**src/rtl/cfa_pkg.sv**
```systemverilog
// Shared types and codes for the constant folding ALU.
package cfa_pkg;

    localparam int unsigned QDEPTH = 4;
    localparam int unsigned QPTR_W = $clog2(QDEPTH);
    localparam int unsigned QCNT_W = $clog2(QDEPTH + 1);

    localparam logic [31:0] WORD_MIN = 32'h8000_0000;
    localparam logic [31:0] WORD_MAX = 32'h7FFF_FFFF;

    typedef logic [4:0] act_t;
    localparam act_t ACT_ADD    = 5'd0;
    localparam act_t ACT_SUB    = 5'd1;
    localparam act_t ACT_MUL    = 5'd2;
    localparam act_t ACT_DIV    = 5'd3;
    localparam act_t ACT_REM    = 5'd4;
    localparam act_t ACT_AND    = 5'd5;
    localparam act_t ACT_OR     = 5'd6;
    localparam act_t ACT_XOR    = 5'd7;
    localparam act_t ACT_SHL    = 5'd8;
    localparam act_t ACT_SHR    = 5'd9;
    localparam act_t ACT_EQ     = 5'd10;
    localparam act_t ACT_NE     = 5'd11;
    localparam act_t ACT_LT     = 5'd12;
    localparam act_t ACT_GT     = 5'd13;
    localparam act_t ACT_LE     = 5'd14;
    localparam act_t ACT_GE     = 5'd15;
    localparam act_t ACT_INVERT = 5'd16;
    localparam act_t ACT_LNOT   = 5'd17;

    typedef logic [1:0] kind_t;
    localparam kind_t KIND_INT_BIN  = 2'd0;
    localparam kind_t KIND_BOOL_BIN = 2'd1;
    localparam kind_t KIND_INT_UN   = 2'd2;
    localparam kind_t KIND_BOOL_UN  = 2'd3;

    typedef logic [1:0] status_t;
    localparam status_t ST_FOLDED  = 2'd0;
    localparam status_t ST_NOFOLD  = 2'd1;
    localparam status_t ST_INVALID = 2'd2;
    localparam status_t ST_DIVZERO = 2'd3;

    typedef struct packed {
        logic        exec;
        act_t        act;
        status_t     status;
        logic        isb;
        logic [31:0] val;
        logic [31:0] lhs;
        logic [31:0] rhs;
    } cfa_entry_t;

endpackage

```
**src/rtl/cfa_front.sv**
```systemverilog
// Front end: classify a word and settle everything but two-constant integer work.
module cfa_front
    import cfa_pkg::*;
(
    input  act_t        action,
    input  kind_t       operand_kind,
    input  logic        lhs_known,
    input  logic [31:0] lhs_value,
    input  logic        rhs_known,
    input  logic [31:0] rhs_value,
    output cfa_entry_t  entry
);

    logic lb, rb, lmin, lmax, rmin, rmax, lzero, rzero;

    always_comb
    begin
        lb    = lhs_value != 32'd0;
        rb    = rhs_value != 32'd0;
        lzero = lhs_known && !lb;
        rzero = rhs_known && !rb;
        lmin  = lhs_known && lhs_value == WORD_MIN;
        lmax  = lhs_known && lhs_value == WORD_MAX;
        rmin  = rhs_known && rhs_value == WORD_MIN;
        rmax  = rhs_known && rhs_value == WORD_MAX;

        entry.exec   = 1'b0;
        entry.act    = action;
        entry.status = ST_NOFOLD;
        entry.isb    = 1'b0;
        entry.val    = 32'd0;
        entry.lhs    = lhs_value;
        entry.rhs    = rhs_value;

        unique case (operand_kind)
            KIND_INT_BIN:
            begin
                if (action > ACT_GE)
                begin
                    entry.status = ST_INVALID;
                end
                else if (lhs_known && rhs_known)
                begin
                    if ((action == ACT_DIV || action == ACT_REM) && !rb)
                    begin
                        entry.status = ST_DIVZERO;
                    end
                    else if ((action == ACT_DIV || action == ACT_REM)
                             && lhs_value == WORD_MIN && rhs_value == 32'hFFFF_FFFF)
                    begin
                        // wrap the one overflowing quotient
                        entry.status = ST_FOLDED;
                        entry.val    = (action == ACT_DIV) ? WORD_MIN : 32'd0;
                    end
                    else
                    begin
                        entry.exec   = 1'b1;
                        entry.status = ST_FOLDED;
                        entry.isb    = action >= ACT_EQ;
                    end
                end
                else if (lhs_known || rhs_known)
                begin
                    unique case (action)
                        ACT_MUL, ACT_AND:
                            if (lzero || rzero)
                                entry.status = ST_FOLDED;
                        ACT_DIV, ACT_REM:
                            if (lzero)
                                entry.status = ST_FOLDED;
                        ACT_LE:
                            if (lmin || rmax)
                            begin
                                entry.status = ST_FOLDED;
                                entry.isb    = 1'b1;
                                entry.val    = 32'd1;
                            end
                        ACT_GE:
                            if (lmax || rmin)
                            begin
                                entry.status = ST_FOLDED;
                                entry.isb    = 1'b1;
                                entry.val    = 32'd1;
                            end
                        ACT_LT:
                            if (lmax || rmin)
                            begin
                                entry.status = ST_FOLDED;
                                entry.isb    = 1'b1;
                            end
                        ACT_GT:
                            if (lmin || rmax)
                            begin
                                entry.status = ST_FOLDED;
                                entry.isb    = 1'b1;
                            end
                        default:
                            entry.status = ST_NOFOLD;
                    endcase
                end
            end
            KIND_BOOL_BIN:
            begin
                if (action != ACT_AND && action != ACT_OR
                    && action != ACT_EQ && action != ACT_NE)
                begin
                    entry.status = ST_INVALID;
                end
                else if (lhs_known && rhs_known)
                begin
                    entry.status = ST_FOLDED;
                    entry.isb    = 1'b1;
                    unique case (action)
                        ACT_AND: entry.val = {31'd0, lb && rb};
                        ACT_OR:  entry.val = {31'd0, lb || rb};
                        ACT_EQ:  entry.val = {31'd0, lb == rb};
                        default: entry.val = {31'd0, lb != rb};
                    endcase
                end
                else if (action == ACT_AND && (lzero || rzero))
                begin
                    entry.status = ST_FOLDED;
                    entry.isb    = 1'b1;
                end
                else if (action == ACT_OR
                         && ((lhs_known && lb) || (rhs_known && rb)))
                begin
                    entry.status = ST_FOLDED;
                    entry.isb    = 1'b1;
                    entry.val    = 32'd1;
                end
            end
            KIND_INT_UN:
            begin
                if (action != ACT_ADD && action != ACT_SUB && action != ACT_INVERT)
                begin
                    entry.status = ST_INVALID;
                end
                else if (lhs_known)
                begin
                    entry.status = ST_FOLDED;
                    if (action == ACT_ADD)
                        entry.val = lhs_value;
                    else if (action == ACT_SUB)
                        entry.val = 32'd0 - lhs_value;
                    else
                        entry.val = ~lhs_value;
                end
            end
            default:
            begin
                if (action != ACT_LNOT)
                begin
                    entry.status = ST_INVALID;
                end
                else if (lhs_known)
                begin
                    entry.status = ST_FOLDED;
                    entry.isb    = 1'b1;
                    entry.val    = {31'd0, !lb};
                end
            end
        endcase
    end

endmodule

```
**src/rtl/cfa_fifo.sv**
```systemverilog
// Short queue between the front and back ends.
module cfa_fifo
    import cfa_pkg::*;
(
    input  logic       clk,
    input  logic       rst_n,
    input  logic       push,
    input  cfa_entry_t wdata,
    input  logic       pop,
    output cfa_entry_t rdata,
    output logic       empty,
    output logic       full
);

    cfa_entry_t          mem [QDEPTH];
    logic [QPTR_W-1:0]   wptr_reg, rptr_reg;
    logic [QCNT_W-1:0]   cnt_reg;

    assign empty = cnt_reg == QCNT_W'(0);
    assign full  = cnt_reg == QCNT_W'(QDEPTH);
    assign rdata = mem[rptr_reg];

    always_ff @(posedge clk)
    begin
        if (push)
            mem[wptr_reg] <= wdata;
    end

    always_ff @(posedge clk or negedge rst_n)
    begin
        if (!rst_n)
        begin
            wptr_reg <= '0;
            rptr_reg <= '0;
            cnt_reg  <= '0;
        end
        else
        begin
            if (push)
                wptr_reg <= wptr_reg + QPTR_W'(1);
            if (pop)
                rptr_reg <= rptr_reg + QPTR_W'(1);
            if (push && !pop)
                cnt_reg <= cnt_reg + QCNT_W'(1);
            else if (pop && !push)
                cnt_reg <= cnt_reg - QCNT_W'(1);
        end
    end

endmodule

```
**src/rtl/cfa_div.sv**
```systemverilog
// Signed 32-bit divider, one quotient bit per cycle.
module cfa_div
    import cfa_pkg::*;
(
    input  logic        clk,
    input  logic        rst_n,
    input  logic        start,
    input  logic [31:0] dividend,
    input  logic [31:0] divisor,
    output logic        done,
    output logic [31:0] quo,
    output logic [31:0] rem
);

    logic        run_reg, done_reg, negq_reg, negr_reg;
    logic [4:0]  cnt_reg;
    logic [31:0] rem_reg, quo_reg, dvs_reg;
    logic [32:0] trial;

    assign trial = {rem_reg, quo_reg[31]} - {1'b0, dvs_reg};
    assign done  = done_reg;
    assign quo   = negq_reg ? 32'd0 - quo_reg : quo_reg;
    assign rem   = negr_reg ? 32'd0 - rem_reg : rem_reg;

    always_ff @(posedge clk)
    begin
        if (start)
        begin
            rem_reg  <= 32'd0;
            quo_reg  <= dividend[31] ? 32'd0 - dividend : dividend;
            dvs_reg  <= divisor[31] ? 32'd0 - divisor : divisor;
            negq_reg <= dividend[31] ^ divisor[31];
            negr_reg <= dividend[31];
        end
        else if (run_reg)
        begin
            // restore when the trial goes negative
            rem_reg <= trial[32] ? {rem_reg[30:0], quo_reg[31]} : trial[31:0];
            quo_reg <= {quo_reg[30:0], !trial[32]};
        end
    end

    always_ff @(posedge clk or negedge rst_n)
    begin
        if (!rst_n)
        begin
            run_reg  <= 1'b0;
            done_reg <= 1'b0;
            cnt_reg  <= '0;
        end
        else
        begin
            done_reg <= run_reg && cnt_reg == 5'd31;
            if (start)
            begin
                run_reg <= 1'b1;
                cnt_reg <= '0;
            end
            else if (run_reg)
            begin
                cnt_reg <= cnt_reg + 5'd1;
                if (cnt_reg == 5'd31)
                    run_reg <= 1'b0;
            end
        end
    end

endmodule

```
**src/rtl/cfa_back.sv**
```systemverilog
// Back end: carry out queued words and drive the result register.
module cfa_back
    import cfa_pkg::*;
(
    input  logic        clk,
    input  logic        rst_n,
    input  cfa_entry_t  head,
    input  logic        empty,
    output logic        pop,
    output logic        done,
    output status_t     status,
    output logic        result_is_boolean,
    output logic [31:0] result_value
);

    typedef enum logic {S_RUN, S_DIV} state_t;

    state_t      state_reg;
    logic        done_reg, isb_reg, isrem_reg;
    status_t     status_reg;
    logic [31:0] value_reg;
    logic        is_div, div_start, div_done;
    logic [31:0] alu, quo, rem;
    logic signed [31:0] l, r;

    assign l         = head.lhs;
    assign r         = head.rhs;
    assign pop       = state_reg == S_RUN && !empty;
    assign is_div    = head.exec && (head.act == ACT_DIV || head.act == ACT_REM);
    assign div_start = pop && is_div;

    assign done              = done_reg;
    assign status            = status_reg;
    assign result_is_boolean = isb_reg;
    assign result_value      = value_reg;

    cfa_div u_div (
        .clk      (clk),
        .rst_n    (rst_n),
        .start    (div_start),
        .dividend (head.lhs),
        .divisor  (head.rhs),
        .done     (div_done),
        .quo      (quo),
        .rem      (rem)
    );

    always_comb
    begin
        unique case (head.act)
            ACT_ADD: alu = head.lhs + head.rhs;
            ACT_SUB: alu = head.lhs - head.rhs;
            ACT_MUL: alu = head.lhs * head.rhs;
            ACT_AND: alu = head.lhs & head.rhs;
            ACT_OR:  alu = head.lhs | head.rhs;
            ACT_XOR: alu = head.lhs ^ head.rhs;
            ACT_SHL: alu = head.lhs << head.rhs[4:0];
            ACT_SHR: alu = 32'(l >>> head.rhs[4:0]);
            ACT_EQ:  alu = {31'd0, l == r};
            ACT_NE:  alu = {31'd0, l != r};
            ACT_LT:  alu = {31'd0, l < r};
            ACT_GT:  alu = {31'd0, l > r};
            ACT_LE:  alu = {31'd0, l <= r};
            ACT_GE:  alu = {31'd0, l >= r};
            default: alu = 32'd0;
        endcase
    end

    always_ff @(posedge clk or negedge rst_n)
    begin
        if (!rst_n)
        begin
            state_reg  <= S_RUN;
            done_reg   <= 1'b0;
            status_reg <= ST_FOLDED;
            isb_reg    <= 1'b0;
            value_reg  <= 32'd0;
            isrem_reg  <= 1'b0;
        end
        else
        begin
            done_reg <= 1'b0;
            if (div_start)
                isrem_reg <= head.act == ACT_REM;
            unique case (state_reg)
                S_RUN:
                begin
                    if (div_start)
                    begin
                        state_reg <= S_DIV;
                    end
                    else if (pop)
                    begin
                        done_reg   <= 1'b1;
                        status_reg <= head.status;
                        isb_reg    <= head.isb;
                        value_reg  <= head.exec ? alu : head.val;
                    end
                end
                S_DIV:
                begin
                    if (div_done)
                    begin
                        done_reg   <= 1'b1;
                        state_reg  <= S_RUN;
                        status_reg <= ST_FOLDED;
                        isb_reg    <= 1'b0;
                        value_reg  <= isrem_reg ? rem : quo;
                    end
                end
                default:
                    state_reg <= S_RUN;
            endcase
        end
    end

endmodule

```
**src/rtl/constant_fold_alu.sv**
```systemverilog
// Top level of the constant folding ALU.
//
//  channel  | handshake        | payload
//  ---------+------------------+---------------------------------------------
//  command  | start / busy     | action operand_kind lhs_known lhs_value
//           |                  | rhs_known rhs_value
//  result   | done (1 cycle)   | status result_is_boolean result_value
//
// Words are queued and each result is registered from the queue head onto the
// result ports. One word per cycle is sustained while the bit-serial divider is
// idle; a div or rem using it holds the back end while the four-entry queue
// keeps taking words and busy rises once it is full. The receiver cannot hold
// results off. Reset clears the queue, divider and result strobe.
module constant_fold_alu
    import cfa_pkg::*;
(
    input  logic        clk,
    input  logic        rst_n,
    input  logic        start,
    output logic        busy,
    input  logic [4:0]  action,
    input  logic [1:0]  operand_kind,
    input  logic        lhs_known,
    input  logic [31:0] lhs_value,
    input  logic        rhs_known,
    input  logic [31:0] rhs_value,
    output logic        done,
    output logic [1:0]  status,
    output logic        result_is_boolean,
    output logic [31:0] result_value
);

    cfa_entry_t entry, head;
    logic       push, pop, empty, full;

    assign busy = full;
    assign push = start && !full;

    cfa_front u_front (
        .action       (action),
        .operand_kind (operand_kind),
        .lhs_known    (lhs_known),
        .lhs_value    (lhs_value),
        .rhs_known    (rhs_known),
        .rhs_value    (rhs_value),
        .entry        (entry)
    );

    cfa_fifo u_fifo (
        .clk   (clk),
        .rst_n (rst_n),
        .push  (push),
        .wdata (entry),
        .pop   (pop),
        .rdata (head),
        .empty (empty),
        .full  (full)
    );

    cfa_back u_back (
        .clk               (clk),
        .rst_n             (rst_n),
        .head              (head),
        .empty             (empty),
        .pop               (pop),
        .done              (done),
        .status            (status),
        .result_is_boolean (result_is_boolean),
        .result_value      (result_value)
    );

endmodule

```
**config.mk**
```make
export PLATFORM = sky130hd
export DESIGN_NAME = constant_fold_alu
export DESIGN_NICKNAME = d
export VERILOG_FILES = /design/src/rtl/cfa_pkg.sv /design/src/rtl/cfa_front.sv /design/src/rtl/cfa_fifo.sv /design/src/rtl/cfa_div.sv /design/src/rtl/cfa_back.sv /design/src/rtl/constant_fold_alu.sv
export SDC_FILE = /design/constraint.sdc
export NUM_CORES = 2
export LEC_CHECK = 0
export BUFFER_PORTS_ARGS = -buffer_cell sky130_fd_sc_hd__buf_2
export CAP_MARGIN = 30
export CORE_MARGIN = 4
export CORE_UTILIZATION = 60
export CTS_CLUSTER_DIAMETER = 50
export CTS_CLUSTER_SIZE = 28
export DETAILED_ROUTE_END_ITERATION = 10
export GPL_TIMING_DRIVEN = 0
export PLACE_DENSITY = 0.77
export SYNTH_ARGS = -nofsm -noshare
export SYNTH_HDL_FRONTEND = slang
export SYNTH_SLANG_ARGS = --single-unit
```
**constraint.sdc**
```tcl
create_clock -name clk -period 15.07 [get_ports clk]
set_input_delay 0 -clock clk [delete_from_list [all_inputs] [get_ports clk]]
set_output_delay 0 -clock clk [all_outputs]
set_load 0.005 [all_outputs]
```
==> flow_summary.yaml <==
outcome:
  status: "complete, no violations"
die:
  start_util_pct: 60.89
  die_h_um: 300.1
  coreArea_um2: 84090
  die_x_um: 300.1
  die_area_um2: 90070
  fp-row-count: 106
  io_pins: 113
critical_path:
  rrSetupSlack_ps: 2020
  worstSetupStartpointType: "register"
  worstRegToRegCells: 33
  r2r_start: "u_fifo.rptr_reg[0]"
  criticalPathCategory: "register to register"
  cp_max_fo: 11
  arrival_ps: 13580
  r2r_end: "u_back.result_value[26]"
  setup.worst_path.end_class: "register"
  critical-path-top-delay-family: "adder cells"
  worstPathRequired_ps: 15600
  cpMostUsedCell: "fa_1"
  crit_path_top_delay_cell: "buf_1"
  cp_num_buf_inv: 10
  cpPeakStageDelay_ps: 880
final_layout:
  largest_reg_flops: 420
  num-nets-final: 6320
  regMostFlops: "u_fifo.mem"
  syn2layout_area_growth_pct: 10.77
  post_route_cells_drive_above_1_share_pct: 9.272
synth:
  synthTopCellsByArea: "edfxtp_1 29%, fa_1 16%, ha_1 6.5%, nor2_1 4.8%, mux2i_1 4.2%"
  synth-main-ff-cell: "edfxtp_1"
  synth_edf_count: 486
  synth.distinct_cells: 98
  synth_nets: 6023
  ys_ff_latch: 570
  synth_area_um2: 51200
  yosysTopAreaCell: "edfxtp_1"
  synth.yosys.seq_area_share_pct: 32.30
  netlist_instances: 5268
  synthArstFlopShare_pct: 9.123
  synth_top_area_share_pct: 28.51
  synth.avg_cell_area_um2: 9.718
  ys_warn_count: 0
placed_design:
  hpwl_um: 179600
  port_buffers: 110
  gp_congestion: 1.139
timing:
  fin_crit_sh_pct: 86.60
  tns_ps: 0
  max-slew-margin-rel_pct: 14.28
  fin_crit_ps: 13050
  fin_skew_ps: 46.95
  max_freq_mhz: 76.62
  hold_viol_final: 0
  worstMarginPinSlew_ps: 1286
  grt_setup_unrepaired: "no"
  slew_violations: 0
  setup-violations-final: 0
clocking:
  clkTransAtPathRegs_ps: 80
  cts_tree: "done"
  cts_root_buf: "clkbuf_16"
  clk_latency_ps: 660
  post_cts_resized: 0
  postCtsSetupRepairBufs: 0
  clockBufferDepth: 3
  htreeDepth: 2
  clock-sinks: 570
  cts_buffers: 51
global_routing:
  use_met2_pct: 73.66
  use_met3_pct: 18.86
  track_usage_pct: 51.87
  grt_pass1_wl_um: 332700
  grt_max_degree: 59
  grt_busiest_layer: "met2"
  use_met1_pct: 64.32
  antenna_found_initial: 13
  grt_pass1_vias: 46720
  overflow: 0
route:
  detail_route.wl_per_cell_um: 35.06
  drt_pass1_iterations: 8
  drc_errors: 0
  via_per_inst: 7.045
  wl_um: 236700
  drt_iter0_drc: 7425
  ant_nets: 0
  vias: 47580
job:
  cap_violations: 0
worst_hold_path:
  hold_end: "u_fifo.mem[2][101]"
  hold_path_depth: 2
  hold_class: "input pin to register"
  hold_start: "action[2]"
-- layout by cell type, fill, tap and decap left out, types with 20 or more instances in the layout --
cell type and instances:
and3_1 20, inv_2 26, edfxtp_1 486, nor2b_1 27, mux2_2 48, a21o_1 50
o211ai_1 40, buf_1 52, nand2_1 519, nor4_1 34, fa_1 412, mux4_2 59
clkbuf_1 189, o21ai_0 253, nor2_1 661, a211oi_1 49, ha_1 267, nand3_1 50
buf_2 156, dfrtp_1 52, buf_8 26, clkbuf_16 52, o31ai_1 34, inv_1 498
o22ai_1 44, xor2_1 83, dfxtp_1 32, buf_4 20, xnor2_1 186, a31oi_1 44
dlygate4sd3_1 75, nand4_1 39, or3_1 21, nor3_1 70, o21ai_1 39, a221oi_1 21
mux2i_1 213, a21oi_1 256
-- Yosys cell counts (71+ instances only) --
library cell / count
a21oi_1: 256
clkbuf_1: 188
edfxtp_1: 486
fa_1: 412
ha_1: 267
inv_1: 498
mux2i_1: 213
nand2_1: 519
nor2_1: 661
nor3_1: 71
o21ai_0: 253
xnor2_1: 186
xor2_1: 83
-- kinds of logic after synthesis --
group,share of synthesized area (%)
flip-flops,32.30
multiplexers,7.970
XOR/XNOR,4.634
adder cells (fa/ha/maj),22.64
AO/OA/AOI/OAI,12.87
buffers and inverters,6.457
AND/OR/NAND/NOR,13.14
-- worst max path at each step --
stage / endpoint / startpoint / cells past startpoint / slack, ps
2_1_floorplan: u_back.result_value[30] / u_fifo.rptr_reg[0] / 33 / 6050
4_1_cts: u_back.result_value[30] / u_fifo.rptr_reg[0] / 33 / 2430
5_1_grt: u_back.result_value[26] / u_fifo.rptr_reg[0] / 33 / 1980
3_3_place_gp: u_back.result_value[26] / u_fifo.rptr_reg[0] / 33 / 2650
3_5_place_dp: u_back.result_value[26] / u_fifo.rptr_reg[0] / 33 / 2480
6_report: u_back.result_value[26] / u_fifo.rptr_reg[0] / 33 / 2020
-- stage by stage --
step / hold WS (ps) / cell area [µm²] / worst slack (ps) / util [%] / cells
after global routing: 151.7 / 56690 / 1976 / 67.42 / 6746
final: 141.3 / 56710 / 2019 / 67.44 / 6753
after CTS: 103.5 / 56550 / 2433 / 67.25 / 6732
after global placement: 243.0 / 53170 / 2646 / 63.23 / 6512
after floorplan: -295.6 / 51200 / 6045 / - / 5268
after detailed placement: 121.1 / 54000 / 2479 / 64.22 / 6561
-- final cells by class --
class	instances	area [µm²]
Timing Repair Buffer	244	2245
Tap cell	1134	1419
Clock buffer	54	1309
Multi-Input combinational cell	3861	31370
Sequential cell	570	16540
Clock inverter	42	494.2
Inverter	530	1989
Fill cell	6371	27380
Antenna cell	11	27.53
Buffer	307	1318
-- layer usage --
metal / vias to the layer above / wire (µm) / part of all wire [%]
li1: 18830 / - / -
met1: 22930 / 80640 / 34
met2: 4554 / 96210 / 41
met3: 1264 / 35360 / 15
met4: 2 / 24510 / 10
met5: - / 18 / 0.0076
-- what timing repair did --
item | CTS | global route
endpoints found under the setup margin | 0 | 0
hold endpoints to repair | 375 | 0
hold buffers | 75 | 0
Power is not shown: default switching activity piles up to over one toggle a cycle in this logic, so the estimate is an artifact.
